File: src/rtl/core/page_framebuffer_draw_engine_defines.svh
// assertion macros for the draw engine
`ifndef PAGE_FRAMEBUFFER_DRAW_ENGINE_DEFINES_SVH
`define PAGE_FRAMEBUFFER_DRAW_ENGINE_DEFINES_SVH

`define PFDE_ASSERT_IMPL(lbl, clk_s, rst_s, ante, cons) \
  lbl: assert property (@(posedge clk_s) disable iff (!rst_s) (ante) |-> (cons)) \
    else $error("assertion failed");

`define PFDE_ASSERT_NEXT(lbl, clk_s, rst_s, ante, cons) \
  lbl: assert property (@(posedge clk_s) disable iff (!rst_s) (ante) |=> (cons)) \
    else $error("assertion failed");

`endif

File: src/rtl/core/pfde_pkg.sv
package pfde_pkg;
  localparam int DefWidth  = 84;
  localparam int DefHeight = 48;

  localparam logic [2:0] MODE_SET    = 3'd0;
  localparam logic [2:0] MODE_CLR    = 3'd1;
  localparam logic [2:0] MODE_GLYPH  = 3'd2;
  localparam logic [2:0] MODE_SCROLL = 3'd3;
  localparam logic [2:0] MODE_FILL   = 3'd4;
  localparam logic [2:0] MODE_READ   = 3'd5;

  localparam logic [1:0] ATTR_INV  = 2'd1;
  localparam logic [1:0] ATTR_ULIN = 2'd2;

  localparam logic [7:0] UNDERLINE_BIT = 8'b10000000;
  localparam logic [7:0] BYTE_MASK     = 8'hff;

  // controller to datapath
  typedef struct packed {
    logic       load;
    logic       clr_step;
    logic       rd_a;
    logic       rd_b;
    logic       wr_a;
    logic       wr_b;
    logic       scr_rd;
    logic       scr_wr;
    logic       fill_wr;
    logic       rd_out;
    logic       emit;
  } pfde_cmd_t;

  // datapath to controller
  typedef struct packed {
    logic       sweep_last;
    logic       page_last;
    logic       two_pages;
    logic       in_range;
  } pfde_stat_t;

  function automatic logic [7:0] rev8(input logic [7:0] v);
    logic [7:0] r;
    for (int k = 0; k < 8; k++) r[k] = v[7-k];
    return r;
  endfunction
endpackage

File: src/rtl/core/pfde_ctrl.sv
module pfde_ctrl (
  input  logic                  clk,
  input  logic                  rst_n,
  input  logic                  start,
  input  logic [2:0]            in_mode,
  input  pfde_pkg::pfde_stat_t  stat,
  output logic                  busy,
  output pfde_pkg::pfde_cmd_t   cmd
);
  import pfde_pkg::*;

  localparam logic [3:0] S_CLEAR  = 4'd0;
  localparam logic [3:0] S_IDLE   = 4'd1;
  localparam logic [3:0] S_RDA    = 4'd2;
  localparam logic [3:0] S_WRA    = 4'd3;
  localparam logic [3:0] S_WRB    = 4'd4;
  localparam logic [3:0] S_READ   = 4'd5;
  localparam logic [3:0] S_SCR    = 4'd6;
  localparam logic [3:0] S_SCRW   = 4'd7;
  localparam logic [3:0] S_FILL   = 4'd8;
  localparam logic [3:0] S_DONE   = 4'd9;
  localparam logic [3:0] S_RDB    = 4'd10;

  logic [3:0] state_r, state_nxt;
  logic [2:0] mode_r, mode_nxt;

  always_ff @(posedge clk) begin
    if (!rst_n) begin
      state_r <= S_CLEAR;
      mode_r  <= MODE_SET;
    end else begin
      state_r <= state_nxt;
      mode_r  <= mode_nxt;
    end
  end

  assign busy = (state_r != S_IDLE);

  always_comb begin
    state_nxt = state_r;
    mode_nxt  = mode_r;
    cmd       = '0;
    case (state_r)
      S_CLEAR: begin
        cmd.clr_step = 1'b1;
        if (stat.sweep_last) state_nxt = S_IDLE;
      end
      S_IDLE: begin
        if (start) begin
          cmd.load = 1'b1;
          mode_nxt = in_mode;
          case (in_mode)
            MODE_SET, MODE_CLR, MODE_GLYPH: state_nxt = S_RDA;
            MODE_READ:   state_nxt = S_READ;
            MODE_SCROLL: state_nxt = S_SCR;
            MODE_FILL:   state_nxt = S_FILL;
            default:     state_nxt = S_DONE;
          endcase
        end
      end
      S_RDA: begin
        cmd.rd_a = 1'b1;
        state_nxt = S_WRA;
      end
      S_WRA: begin
        cmd.wr_a = 1'b1;
        if (stat.two_pages && mode_r == MODE_GLYPH) begin
          state_nxt = S_RDB;
        end else begin
          cmd.emit = 1'b1;
          state_nxt = S_IDLE;
        end
      end
      S_RDB: begin
        cmd.rd_b = 1'b1;
        state_nxt = S_WRB;
      end
      S_WRB: begin
        cmd.wr_b = 1'b1;
        cmd.emit = 1'b1;
        state_nxt = S_IDLE;
      end
      S_READ: begin
        cmd.rd_out = 1'b1;
        state_nxt = S_DONE;
      end
      S_SCR: begin
        cmd.scr_rd = 1'b1;
        if (stat.page_last) state_nxt = S_SCRW;
      end
      S_SCRW: begin
        cmd.scr_wr = 1'b1;
        if (stat.sweep_last) state_nxt = S_DONE;
        else if (stat.page_last) state_nxt = S_SCR;
      end
      S_FILL: begin
        cmd.fill_wr = 1'b1;
        if (stat.sweep_last) state_nxt = S_DONE;
      end
      S_DONE: begin
        cmd.emit = 1'b1;
        state_nxt = S_IDLE;
      end
      default: state_nxt = S_IDLE;
    endcase
  end
endmodule

File: config.mk
export PLATFORM = sky130hd
export DESIGN_NAME = pfde_ctrl
export DESIGN_NICKNAME = d
export VERILOG_FILES = /design/src/rtl/core/page_framebuffer_draw_engine_defines.svh /design/src/rtl/core/pfde_pkg.sv /design/src/rtl/core/pfde_ctrl.sv
export SDC_FILE = /design/constraint.sdc
export NUM_CORES = 1
export LEC_CHECK = 0
export ABC_AREA = 0
export BUFFER_PORTS_ARGS = -buffer_cell sky130_fd_sc_hd__buf_2
export CAP_MARGIN = 10
export CORE_AREA = 2 2 42 44
export DETAILED_ROUTE_END_ITERATION = 16
export DIE_AREA = 0 0 44 46
export HOLD_SLACK_MARGIN = 0.05
export PLACE_DENSITY = 0.67
export SYNTH_ARGS = -nofsm -noshare
export SYNTH_HDL_FRONTEND = slang
export SYNTH_SLANG_ARGS = --single-unit
File: constraint.sdc
create_clock -name clk -period 1.4 [get_ports clk]
set_input_delay 0.28 -clock clk [delete_from_list [all_inputs] [get_ports clk]]
set_output_delay 0.28 -clock clk [all_outputs]
set_load 0.01 [all_outputs]
After elaboration in Yosys (flattened, before gate mapping):

Index checks and enable logic that the tools add are counted.

* bits in latches: 0
* memories kept: 0
* output and inout port bits: 12
* register bits after elaboration: 7
* RAM bits: 0
* bits in read-only memories: 0

* add/sub/neg operators: 0
* divide/modulo/power cells: 0
* eq/ne operators: 22
* multiply operators: 0
* magnitude comparators: 0
* bitwise gates (word level): 0
* multiplexer cells: 22
* reduce and logical (&&, ||, !) cells: 7
* shifts and indexed selects: 0

Operator list (number)
* one-hot mux 4 bit (9 select lines): 1
* two-way mux 4 bit: 7
* equality test 4 x 3 -> 1 bit, second input constant: 4
* one-hot mux 4 bit (4 select lines): 1
* equality test 4 bit, second input constant: 3
* two-way mux 1 bit: 12
* equality test 3 x 2 -> 1 bit, second input constant: 3
* equality test 4 x 2 -> 1 bit, second input constant: 2
* inequality test 2 bit, second input constant: 4
* equality test 3 bit, second input constant: 2
* AND reduction 5 bit: 1
* equality test 4 x 1 -> 1 bit, second input constant: 1
* zero test 4 bit: 1
* inequality test 4 x 1 -> 1 bit, second input constant: 1
* equality test 3 x 1 -> 1 bit, second input constant: 1
* zero test 3 bit: 1
* inequality test 3 bit, second input constant: 1
* OR reduction 3 bit: 1
* one-hot mux 1 bit (2 select lines): 1
* AND reduction 2 bit: 1
* OR reduction 2 bit: 1
* logical AND 1 bit: 1

Longest topological paths before layout:

Gate-level depths: netlist of run 1.

* depth after elaboration: 5
* depth in mapped cells: 6
* gate-level depth less buffers: 4

Worst setup path before layout of run 1:

No wires, ideal clock.

* path kind: flip-flop to output port
* from: reg state_r[2]
* to: out cmd[0] (netlist bit)
* data arrival time: 1.228 ns
* required time: 1.120 ns
* cell stages (with the launch flop): 5
* path buffers: 1
* path slack: -0.108 ns
* cells stage by stage: dfxtp_1 -> buf_2 -> nand2b_2 -> nor3_1 -> o21bai_1

RTL lines
* start, declared: RTL line pfde_ctrl.sv:24 `logic [3:0] state_r, state_nxt;`
* start signal, assigned: RTL line pfde_ctrl.sv:32 `state_r <= state_nxt;`
* end, declared: RTL line pfde_ctrl.sv:8 `output pfde_pkg::pfde_cmd_t cmd`

==> results.json, run 1 <==
{
  "async_reset_ff_frac": 0,
  "seqPwrFrac": 0.182,
  "path_max_fanout": 7,
  "fin_nets": 144,
  "maxSlewHeadroom": 0.730,
  "grt_max_degree": 10,
  "power_leakage_nw": 0.505,
  "tightest_slew_ns": 0.404,
  "insertion_delay_ns": 0.27,
  "min_period_over_period": 1.15,
  "worst_setup_path_start_kind": "flop",
  "synth_flop_cell": "dfxtp_1",
  "clk_path_buf_depth": 2,
  "syn_area_um2": 628,
  "area_growth_pct": 82.7,
  "ant_nets": 0,
  "drive_above_1_share": 0.617,
  "cap_viol_max_count": 0,
  "drt_iter0_drc": 28,
  "synth_cell_types": 36,
  "syn_inst": 83,
  "synth_xor_area_frac": 0.0139,
  "violations": "negative setup slack",
  "clkTransAtPathRegs_ns": 0.06,
  "synth_top_cell_area_share": 0.223,
  "fillers": 122,
  "clockRootBuffer": "clkbuf_4",
  "vdd_drop_max_mv": 1.24,
  "vias_per_cell": 5.69,
  "port_buffers": 20,
  "h-tree-depth": 1,
  "syn_avg_cell_area_um2": 7.57,
  "p_comb_frac": 0.712,
  "period_needed_ns": 1.61,
  "fin_cells": 150,
  "synthAdderAreaFrac": 0,
  "coreArea_um2": 1610,
  "yosys_register_bits": 7,
  "wl_um": 2320,
  "power.switching_mw": 0.785,
  "synth-compound-area-share": 0.255,
  "cts_sinks": 7,
  "dp_cells": 133,
  "cp_data_arrival_time_ns": 1.33,
  "worstPathRequired_ns": 1.12,
  "rows": 15,
  "swShare": 0.406,
  "yosys.area_share.simple": 0.430,
  "cts_tree": "done",
  "p_per_area_nw_per_um2": 1680,
  "synth_enable_flop_cells": 0,
  "overflow": 0,
  "antenna_found_initial": 0,
  "rsz0062_at_grt": "yes",
  "hpwlAfterDp_um": 1350,
  "max_freq_mhz": 621,
  "synth_warnings": 0,
  "die_area_um2": 2020,
  "yosysMostFrequentCell": "nor2_1",
  "globalplace.congestion": 0.776,
  "hold_viol_final": 0,
  "drt_pass1_iterations": 4,
  "synth_mux_area_frac": 0,
  "clock_skew_ns": 0.00912,
  "grt_pass1_wl_um": 3310,
  "status": "finished with violations",
  "die_w_um": 44,
  "synth_top_family_by_area": "simple AND/OR/NAND/NOR gates",
  "drv_slew": 0,
  "start_util": 0.389,
  "cts_buffers": 3,
  "totalPowerFinal_mw": 1.93,
  "finalWorstSetupSlack_ns": -0.211,
  "p_clk_frac": 0.105,
  "die_height_um": 46,
  "yosysSeqAreaShare": 0.223,
  "worstSetupEndpointType": "output pin",
  "diodes": 0,
  "hold_path.class": "in -> reg",
  "worstSetupPathType": "reg -> out",
  "syn-num-nets": 93,
  "vias": 853,
  "synthTopCellsByArea": "dfxtp_1, nor2_1, nor3b_1",
  "power.internal_mw": 1.15,
  "grt_pass1_vias": 741,
  "drcViolationCount": 0,
  "synth_top_area_cell": "dfxtp_1",
  "ios": 22,
  "synth_common_cells": "nor2_1, dfxtp_1, nand2_1, a21oi_1",
  "setup_viol": 15,
  "avgRoutedWirePerCell_um": 15.5,
  "grtUsageTotal": 0.229
}
## state kept, by name (all words and copies together), names as in the netlist
| signal | count |
|---|---|
| state_r | 4 |
| mode_r | 3 |
## worst max-delay path: stages (launching register included)
cell and delay [ns]:
dfxtp_4 0.37, buf_6 0.12, buf_6 0.12, nor3_4 0.18, o21bai_1 0.13, buf_2 0.14
## metal layers
layer / global-route usage / routed length (µm) / up-vias
met5: 0 / 0 / -
met4: 0.0727 / 27 / 0
met3: 0.0635 / 111 / 4
met2: 0.391 / 1240 / 29
met1: 0.277 / 935 / 418
li1: - / - / 402
## repair_timing
action                                  4_1_cts  5_1_grt
cloned                                        0        0
pin swaps                                     8        8
hold endpoints to repair                      0        0
setup buffers                                10        4
resized for setup                            24       20
endpoints found under the setup margin       15       19
hold buffers                                  0        0
## through the flow
step | area (µm²) | TNS [ns] | util | hold slack (ns) | setup slack, ns
final | 1150 | -2.08 | 0.711 | 0.245 | -0.211
after global routing | 1150 | -2.84 | 0.711 | 0.247 | -0.252
after CTS | 1050 | -1.27 | 0.649 | 0.250 | -0.182
after detailed placement | 856 | -0.286 | 0.530 | 0.450 | -0.111
after global placement | 856 | -0.219 | 0.530 | 0.439 | -0.0749
after floorplan | 633 | 0 | - | 0.411 | 0.0144
## power groups by stage
| stage | Sequential [mW] | Clock, mW | Combinational [mW] |
|---|---|---|---|
| floorplan | 0.286 | 0 | 0.624 |
| global placement | 0.335 | 0 | 0.905 |
| detailed placement | 0.335 | 0 | 0.920 |
| CTS | 0.350 | 0.205 | 1.13 |
| global route | 0.361 | 0.218 | 1.47 |
| finish | 0.352 | 0.203 | 1.38 |
## logic make-up after synthesis
family | count (synthesis)
simple gates | 44
compound gates | 22
buf+inv | 9
flops | 7
xor+xnor | 1
## cells in the final DEF (no fill, tap or decap), drive strengths merged, types with 2 or more instances in the layout
master,count
o211ai,2
and4bb,2
clkbuf,3
nor3b,4
nor3,4
nor2b,4
o21bai,2
buf,51
dfxtp,7
nand3,3
nand2b,5
o21a,2
o21ai,3
a21oi,5
nor4b,2
nand2,7
inv,4
nor2,9
## cell type report
type,count,area [µm²],area share
clock buffers,3,22.5,0.0196
clock inverters,1,5.00,0.00436
inverters,4,15.0,0.0131
multi-input cells,67,551,0.480
flip-flops and latches,7,155,0.135
well taps,17,21.3,0.0185
repair buffers,51,378,0.329
## worst paths after layout
path | from | endpoint | slack (ns) | depth (start not counted)
max | state_r[0] | cmd[0] | -0.21 | 5
min | rst_n | state_r[0] | 0.25 | 2
max reg2reg | state_r[0] | state_r[0] | -0.11 | 7
min reg2reg | mode_r[2] | mode_r[2] | 0.46 | 2
Note: power is estimated with default switching activity, not from simulation.
==> run 2, diff against run 1 <==
- CORE_AREA: 2 2 42 44 -> 2 2 51 63
- CTS_BUF_LIST: not set -> sky130_fd_sc_hd__clkbuf_8
- DIE_AREA: 0 0 44 46 -> 0 0 53 65
- PLACE_DENSITY: 0.67 -> 0.41
==> run 2 against run 1 <==
Against the previous run: clock-buffer cell count unchanged; cell count increased by 12%; first-iteration DRC count down 18%; setup slack improved by 0.032 ns; sequential share of layout area fell by 0.59 points; clock power is 33% higher; the run still ends with negative setup slack left; combinational power about the same.
==> results.json, run 2 (synthesized netlist as in run 1, its figures left out) <==
{
  "status": "finished with violations",
  "violations": "negative setup slack",
  "diodes": 0,
  "stdcell_area_um2": 1200,
  "cts_buffers": 3,
  "drcViolationCount": 0,
  "tightest_slew_ns": 0.361,
  "worstSetupPathType": "reg -> out",
  "worstPathCellList": "nor4b_4 > buf_4 > nand2_4 > inv_2 > buf_6",
  "cts_hold_buf": 0,
  "max_freq_mhz": 634,
  "finalWorstSetupSlack_ns": -0.179,
  "final_common_cell": "buf_4",
  "setup_viol": 13,
  "grt_max_degree": 9,
  "insertion_delay_ns": 0.22,
  "utilization": 0.415,
  "min_period_over_period": 1.13,
  "power_leakage_nw": 0.516,
  "cp_data_arrival_time_ns": 1.30,
  "wl_um": 2170,
  "path_buf_inv": 3,
  "drv_slew": 0,
  "area_growth_pct": 91.0,
  "die_area_um2": 3450,
  "path_max_fanout": 5,
  "coreArea_um2": 2890,
  "p_per_area_nw_per_um2": 1640,
  "fin_nets": 143,
  "worstSetupEndpointType": "output pin",
  "totalPowerFinal_mw": 1.97,
  "maxSlewHeadroom": 0.759,
  "ios": 22,
  "grt_pass1_vias": 774,
  "vias_per_cell": 4.74,
  "cp_top_family": "simple AND/OR/NAND/NOR gates",
  "clock_skew_ns": 0.000597,
  "place_area_um2": 895,
  "layout_common_cells": "buf_4, buf_2, buf_6",
  "slowest_stage": "dfxtp_4",
  "period_needed_ns": 1.58,
  "vdd_drop_max_mv": 1.03,
  "hold_viol_final": 0,
  "rows": 22,
  "globalplace.congestion": 0.772,
  "h-tree-depth": 1,
  "cts_sinks": 7,
  "hold_path.class": "in -> reg",
  "vias": 797,
  "clkTransAtPathRegs_ns": 0.04,
  "overflow": 0,
  "fillers": 309,
  "rsz0062_at_grt": "yes",
  "critPathMaxStageDelay_ns": 0.37,
  "drt_pass1_iterations": 4,
  "avgRoutedWirePerCell_um": 12.9,
  "drt_iter0_drc": 23,
  "grt_pass1_wl_um": 3430,
  "antenna_found_initial": 0,
  "cts_tree": "done",
  "clockRootBuffer": "clkbuf_8",
  "drive_above_1_share": 0.644,
  "regMostFlops": "state_r",
  "start_util": 0.217,
  "hpwlAfterDp_um": 1500,
  "clk_path_buf_depth": 2,
  "ant_nets": 0,
  "port_buffers": 20,
  "largest_register_ffs": 4,
  "biggestRegsByFlops": "state_r (4), mode_r (3)",
  "die_height_um": 65,
  "die_w_um": 53,
  "worstPathRequired_ns": 1.12,
  "worst_setup_path_start_kind": "flop",
  "grtUsageTotal": 0.132,
  "cap_viol_max_count": 0
}
run 2: final cells by class:
class                      instances  area (µm²)  share of cell area
multi-input combinational         67         554               0.462
clock inverter                     1        3.75             0.00313
clock buffer                       3        41.3              0.0344
inverter                           4        15.0              0.0125
tap                               36        45.0              0.0375
timing repair buffer              50         385               0.321
sequential                         7         155               0.129
run 2: final timing paths:
kind              startpoint    endpoint  slack, ns  cells past startpoint
hold reg to reg    mode_r[2]   mode_r[2]       0.45                      2
hold / removal         rst_n  state_r[0]       0.32                      2
setup reg to reg  state_r[1]  state_r[0]      -0.07                      6
setup / recovery  state_r[1]     cmd[10]      -0.18                      5
run 2: power breakdown:
part	total, mW	internal (mW)	switching [mW]
sequential	0.346	0.263	0.0833
clock	0.271	0.189	0.0816
combinational	1.35	0.759	0.595
run 2: routing by layer:
| metal | track usage | up-vias | part of all wire |
|---|---|---|---|
| met1 | 0.145 | 381 | 0.39 |
| met4 | 0.0224 | 0 | 0 |
| li1 | - | 400 | - |
| met3 | 0.0230 | 0 | 0.029 |
| met2 | 0.256 | 16 | 0.58 |
| met5 | 0 | - | 0 |
run 2: what timing repair did:
action                                 4_1_cts  5_1_grt
endpoints found under the hold margin        0        0
gates resized for setup                     32       19
setup endpoints to repair                   19       18
pin swaps                                   12        5
buffers inserted                             9        3
run 2: metrics by stage:
stage / TNS, ns / hold WS [ns] / setup slack (ns) / std cells
6_report: -1.01 / 0.322 / -0.179 / 168
5_1_grt: -2.14 / 0.328 / -0.285 / 168
2_1_floorplan: 0 / 0.411 / 0.0144 / 83
4_1_cts: -0.866 / 0.320 / -0.179 / 167
3_5_place_dp: -0.532 / 0.443 / -0.113 / 154
3_3_place_gp: -0.607 / 0.443 / -0.112 / 154
